## config.mk

```make
export PLATFORM = sky130hd
export DESIGN_NAME = sacl_way_sel
export DESIGN_NICKNAME = d
export VERILOG_FILES = /design/src/set_assoc_lru_cache_tags_defines.svh /design/src/sacl_pkg.sv /design/src/sacl_way_sel.sv
export SDC_FILE = /design/constraint.sdc
export NUM_CORES = 1
export LEC_CHECK = 0
export ABC_AREA = 1
export BUFFER_PORTS_ARGS = -buffer_cell sky130_fd_sc_hd__buf_2
export CAP_MARGIN = 20
export CORE_AREA = 2 2 215 217
export DETAILED_ROUTE_END_ITERATION = 16
export DIE_AREA = 0 0 217 219
export PLACE_DENSITY = 0.47
export SYNTH_ARGS = -nofsm -noshare
export SYNTH_HDL_FRONTEND = slang
export SYNTH_SLANG_ARGS = --single-unit
```

## constraint.sdc

```tcl
create_clock -name vclk -period 6.8
set_input_delay 0.34 -clock vclk [all_inputs]
set_output_delay 0.34 -clock vclk [all_outputs]
set_load 0.05 [all_outputs]
```

## src/set_assoc_lru_cache_tags_defines.svh

```systemverilog
// ----------------------------------------------------------------------------
// set_assoc_lru_cache_tags_defines
// Assertion macros for the cache tag block.
// ----------------------------------------------------------------------------
`ifndef SET_ASSOC_LRU_CACHE_TAGS_DEFINES_SVH
`define SET_ASSOC_LRU_CACHE_TAGS_DEFINES_SVH

`ifndef ASSERT_OFF
// property checked on every edge outside reset
`define SACL_ASSERT(lbl, clk, rst_n, prop, msg) \
    lbl: assert property (@(posedge clk) disable iff (!rst_n) prop) else $error(msg);
// condition in one cycle implies a result in the next
`define SACL_ASSERT_NEXT(lbl, clk, rst_n, pre, post, msg) \
    lbl: assert property (@(posedge clk) disable iff (!rst_n) (pre) |=> (post)) \
        else $error(msg);
`else
`define SACL_ASSERT(lbl, clk, rst_n, prop, msg)
`define SACL_ASSERT_NEXT(lbl, clk, rst_n, pre, post, msg)
`endif

`endif

```

## src/sacl_pkg.sv

```systemverilog
`timescale 1ns / 1ps
// ----------------------------------------------------------------------------
// sacl_pkg
// Shared types and constants of the cache tag and LRU block.
// ----------------------------------------------------------------------------
package sacl_pkg;

    localparam int TAG_W      = 32;
    localparam int CNT_W      = 32;
    localparam int SET_OUT_W  = 8;
    localparam int WAY_OUT_W  = 3;
    localparam int CFG_W      = 4;
    localparam int CFG_IDX_W  = 2;
    // way count after clamping, up to 15
    localparam int WAYS_CNT_W = 5;

    localparam logic [CFG_IDX_W-1:0] CFG_OFFSET_BITS = 2'd0;
    localparam logic [CFG_IDX_W-1:0] CFG_INDEX_BITS  = 2'd1;
    localparam logic [CFG_IDX_W-1:0] CFG_WAYS_IN_USE = 2'd2;

    localparam logic [CFG_W-1:0] RST_OFFSET_BITS = 4'd5;
    localparam logic [CFG_W-1:0] RST_INDEX_BITS  = 4'd6;
    localparam logic [CFG_W-1:0] RST_WAYS_IN_USE = 4'd4;

    typedef enum logic [1:0] {
        ST_CLEAR,
        ST_IDLE,
        ST_LOOK
    } t_state;

endpackage

```

## src/sacl_way_sel.sv

```systemverilog
`timescale 1ns / 1ps
// ----------------------------------------------------------------------------
// sacl_way_sel
// Tag compare across the ways of one set and LRU victim choice.
// ----------------------------------------------------------------------------
module sacl_way_sel #(
    parameter int MAX_WAYS   = 8,
    parameter int STAMP_BITS = 32,
    parameter int WAY_W      = 3
) (
    input  logic [MAX_WAYS*sacl_pkg::TAG_W-1:0] i_tags,
    input  logic [MAX_WAYS*STAMP_BITS-1:0]      i_stamps,
    input  logic [sacl_pkg::TAG_W-1:0]          i_tag,
    input  logic [sacl_pkg::WAYS_CNT_W-1:0]     i_ways,
    output logic                                o_hit,
    output logic [WAY_W-1:0]                    o_way
);

    localparam int LEAVES = 2 ** WAY_W;

    logic [MAX_WAYS-1:0]   hit_vec;
    logic [WAY_W-1:0]      hit_way;
    logic                  nd_v [2*LEAVES];
    logic [STAMP_BITS-1:0] nd_s [2*LEAVES];
    logic [WAY_W-1:0]      nd_w [2*LEAVES];

    always_comb begin
        hit_way = '0;
        for (int w = 0; w < MAX_WAYS; w++) begin
            hit_vec[w] = (sacl_pkg::WAYS_CNT_W'(w) < i_ways) &&
                         (i_tags[w*sacl_pkg::TAG_W +: sacl_pkg::TAG_W] == i_tag);
        end
        for (int w = MAX_WAYS - 1; w >= 0; w--) begin
            if (hit_vec[w]) begin
                hit_way = WAY_W'(w);
            end
        end
    end

    // min tree; the right child wins only when strictly smaller, so ties
    // resolve to the lowest way
    always_comb begin
        for (int n = 0; n < 2*LEAVES; n++) begin
            nd_v[n] = 1'b0;
            nd_s[n] = '0;
            nd_w[n] = '0;
        end
        for (int i = 0; i < MAX_WAYS; i++) begin
            nd_v[LEAVES+i] = sacl_pkg::WAYS_CNT_W'(i) < i_ways;
            nd_s[LEAVES+i] = i_stamps[i*STAMP_BITS +: STAMP_BITS];
            nd_w[LEAVES+i] = WAY_W'(i);
        end
        for (int n = LEAVES - 1; n >= 1; n--) begin
            if (nd_v[2*n+1] && (!nd_v[2*n] || (nd_s[2*n+1] < nd_s[2*n]))) begin
                nd_v[n] = nd_v[2*n+1];
                nd_s[n] = nd_s[2*n+1];
                nd_w[n] = nd_w[2*n+1];
            end else begin
                nd_v[n] = nd_v[2*n];
                nd_s[n] = nd_s[2*n];
                nd_w[n] = nd_w[2*n];
            end
        end
    end

    assign o_hit = |hit_vec;
    assign o_way = o_hit ? hit_way : nd_w[1];

endmodule

```

==> impl_metrics.py <==
metrics = {
    "status": {
        "outcome": "complete, no violations",
    },
    "drt": {
        "dr.pass1.iters": 7,
        "viasPerCell": 4.77,
        "ant_nets": 0,
        "vias": 13800,
        "drtIter0Drc": 546,
        "drt-total-wl_um": 56900,
        "drc": 0,
        "wl_per_cell_um": 19.7,
    },
    "timing": {
        "finalHoldViolations": 0,
        "finalSetupViolCount": 0,
        "tightest_slew_ns": 0.679,
        "timing.final.ws_setup_ns": 0.564,
        "fin_hold_ws_ns": 1.50,
        "slew_viol_final": 0,
        "min_period_ns": 6.24,
        "max_freq_mhz": 160,
        "period_share_pct": 91.7,
        "finalSetupTns_ns": 0,
        "relSlewSlack_pct": 54.2,
        "rsz0062_at_grt": "no",
    },
    "placement": {
        "io_buffers": 553,
        "dpl_cell_area_um2": 14000,
        "gp_congestion": 0.990,
        "place_inst": 2880,
        "preCtsSetupSlack_ns": 0.273,
        "dp_hpwl_um": 51800,
    },
    "logic_synthesis": {
        "muxShareOfSynthArea_pct": 0,
        "synthAdderAreaFrac_pct": 25.9,
        "synth_area_leader_cell": "ha_1",
        "yosys_warnings": 0,
        "yosysTopAreaCellShare_pct": 25.9,
        "synth_area_per_cell_um2": 5.94,
        "synth_compound_area_share_pct": 20.5,
        "yosys.area_share.simple_pct": 27.7,
        "synth_top_family_by_area": "simple AND/OR/NAND/NOR gates",
        "syn_inst": 1764,
        "synthXorXnorAreaFrac_pct": 15.3,
        "ys_seq_area_share_pct": 0,
        "syn_area_um2": 10500,
        "synth_area_leaders": "ha_1 (26%), nand2_1 (16%), o21ai_0 (11%)",
        "syn_nets": 2530,
        "synthDistinctLibCells": 45,
    },
    "floorplanning": {
        "start_util_pct": 23.2,
        "ioPinCount": 553,
        "core_um2": 45100,
        "rows": 78,
        "die_x_um": 217,
        "dieArea_um2": 47500,
        "dieHeight_um": 219,
    },
    "worst_setup_path": {
        "critPathKind": "input port to primary output",
        "critical_path_arrival_ns": 5.90,
        "slowest_stage": "or3_1",
        "crit_family": "simple AND/OR/NAND/NOR gates",
        "cp_max_fo": 54,
        "cp-end-kind": "primary output",
        "required_ns": 6.46,
        "critical-path-max-stage-delay_ns": 0.37,
        "worstSetupStartpoint": "i_stamps[223]",
        "start_kind": "input port",
        "critPathMostFrequentCell": "nand2_1",
        "path_buf_inv": 8,
    },
    "final_layout": {
        "final.clkbuf_count": 0,
        "nNetsFinal": 3049,
        "nFlopsAndLatches": 0,
        "final_cells": 2889,
        "seq_area_um2": 0,
        "n_fill_cell": 5117,
        "final_area_um2": 14100,
        "drive_gt1_share_pct": 27.0,
        "fin_util_pct": 31.2,
        "area_growth_pct": 34.2,
        "mostFrequentLayoutCells": "buf_2 (553), nand2_1 (451), o21ai_0 (223), inv_1 (219), ha_1 (217)",
        "layout_commonest_cell": "buf_2",
    },
    "cts": {
        "hold_buffers": 0,
        "cts_setup_buffers": 0,
    },
    "power_and_ir_drop": {
        "p_int_mw": 0.614,
        "p_sw_mw": 0.947,
        "swShare_pct": 60.7,
        "pwr-share-clk_pct": 0,
        "pwr-share-seq_pct": 0,
        "pwr_density_cell_nw_per_um2": 111,
        "share_comb_of_total_power_pct": 100.0,
        "total_power_mw": 1.56,
        "ir_worst_vdd_mv": 0.0661,
        "leakage_nw": 7.62,
    },
    "worst_hold_path": {
        "hp-start": "i_tags[224]",
        "hp-class": "input port to primary output",
    },
    "global_routing": {
        "antenna_found_initial": 16,
        "grt_pass1_wl_um": 80300,
        "grt_pass1_vias": 13700,
        "grt_overflow": 0,
        "grt_max_degree": 55,
        "grt_usage_pct": 22.6,
    },
    "run": {
        "max-cap-violations": 0,
    },
}
synth_stat cells (2+ instances only):
master and number:
a221oi_1 4, or3_1 3, buf_2 3, nor2_2 3, nor2_1 66, inv_2 4
xnor2_1 128, a2111oi_0 5, nand3b_1 3, ha_1 217, a21oi_1 97, o2111ai_1 10
nand4_1 46, o22ai_1 17, nor3_1 13, o211ai_1 2, nand2_1 452, clkinv_1 5
nor4_1 24, or4_1 10, nand2_2 6, clkbuf_1 64, a31oi_1 3, nand3_1 31
o221ai_1 2, a211oi_1 11, o21ai_0 235, o21a_1 3, or2_2 9, inv_1 219
xor2_1 55
power by group through the flow:
stage	Sequential [mW]	Clock, mW	Combinational (mW)
after floorplan	0	0	0.939
after global placement	0	0	1.55
after detailed placement	0	0	1.57
after CTS	0	0	1.58
after global routing	0	0.000000119	1.77
final	0	0.000000158	1.56
logic make-up after synthesis:
logic type	count (synthesis)
XOR/XNOR	183
AND/OR/NAND/NOR	672
adder cells (fa/ha/maj)	217
buffers and inverters	296
AO/OA/AOI/OAI	396
metal layers:
metal  share of wire, %  GRT usage, %  up-vias
met2                 55          47.3      536
met5              0.047             0        -
met4                5.5          10.3        4
met3                4.5          1.76      127
li1                   -             -     6974
met1                 35          22.2     6150
cell type report:
class              count  area, µm²  share of cell area [%]
multi-input cells   1469       9390                    66.8
diodes                 8       20.0                   0.142
well taps            600        751                    5.34
inverters            228        860                    6.11
repair buffers       584       3050                    21.7
tightest hold or removal path, delay by kind of cell:
kind,cells,cell delay [ns]
and+or+nand+nor,3,0.35
xor gates and xnor gates,1,0.05
buffers and inverters,2,0.23
AOI/OAI and AO/OA,1,0.18
final timing paths:
check | slack, ns | depth (start not counted) | endpoint
worst max-delay path | 0.56 | 36 | o_way[1]
worst min-delay path | 1.50 | 7 | o_way[2]
what timing repair did:
action,4_1_cts,5_1_grt
endpoints found under the hold margin,0,0
resized for setup,0,18
setup endpoints to repair,0,3
Note: power is estimated with default switching activity, not from simulation.
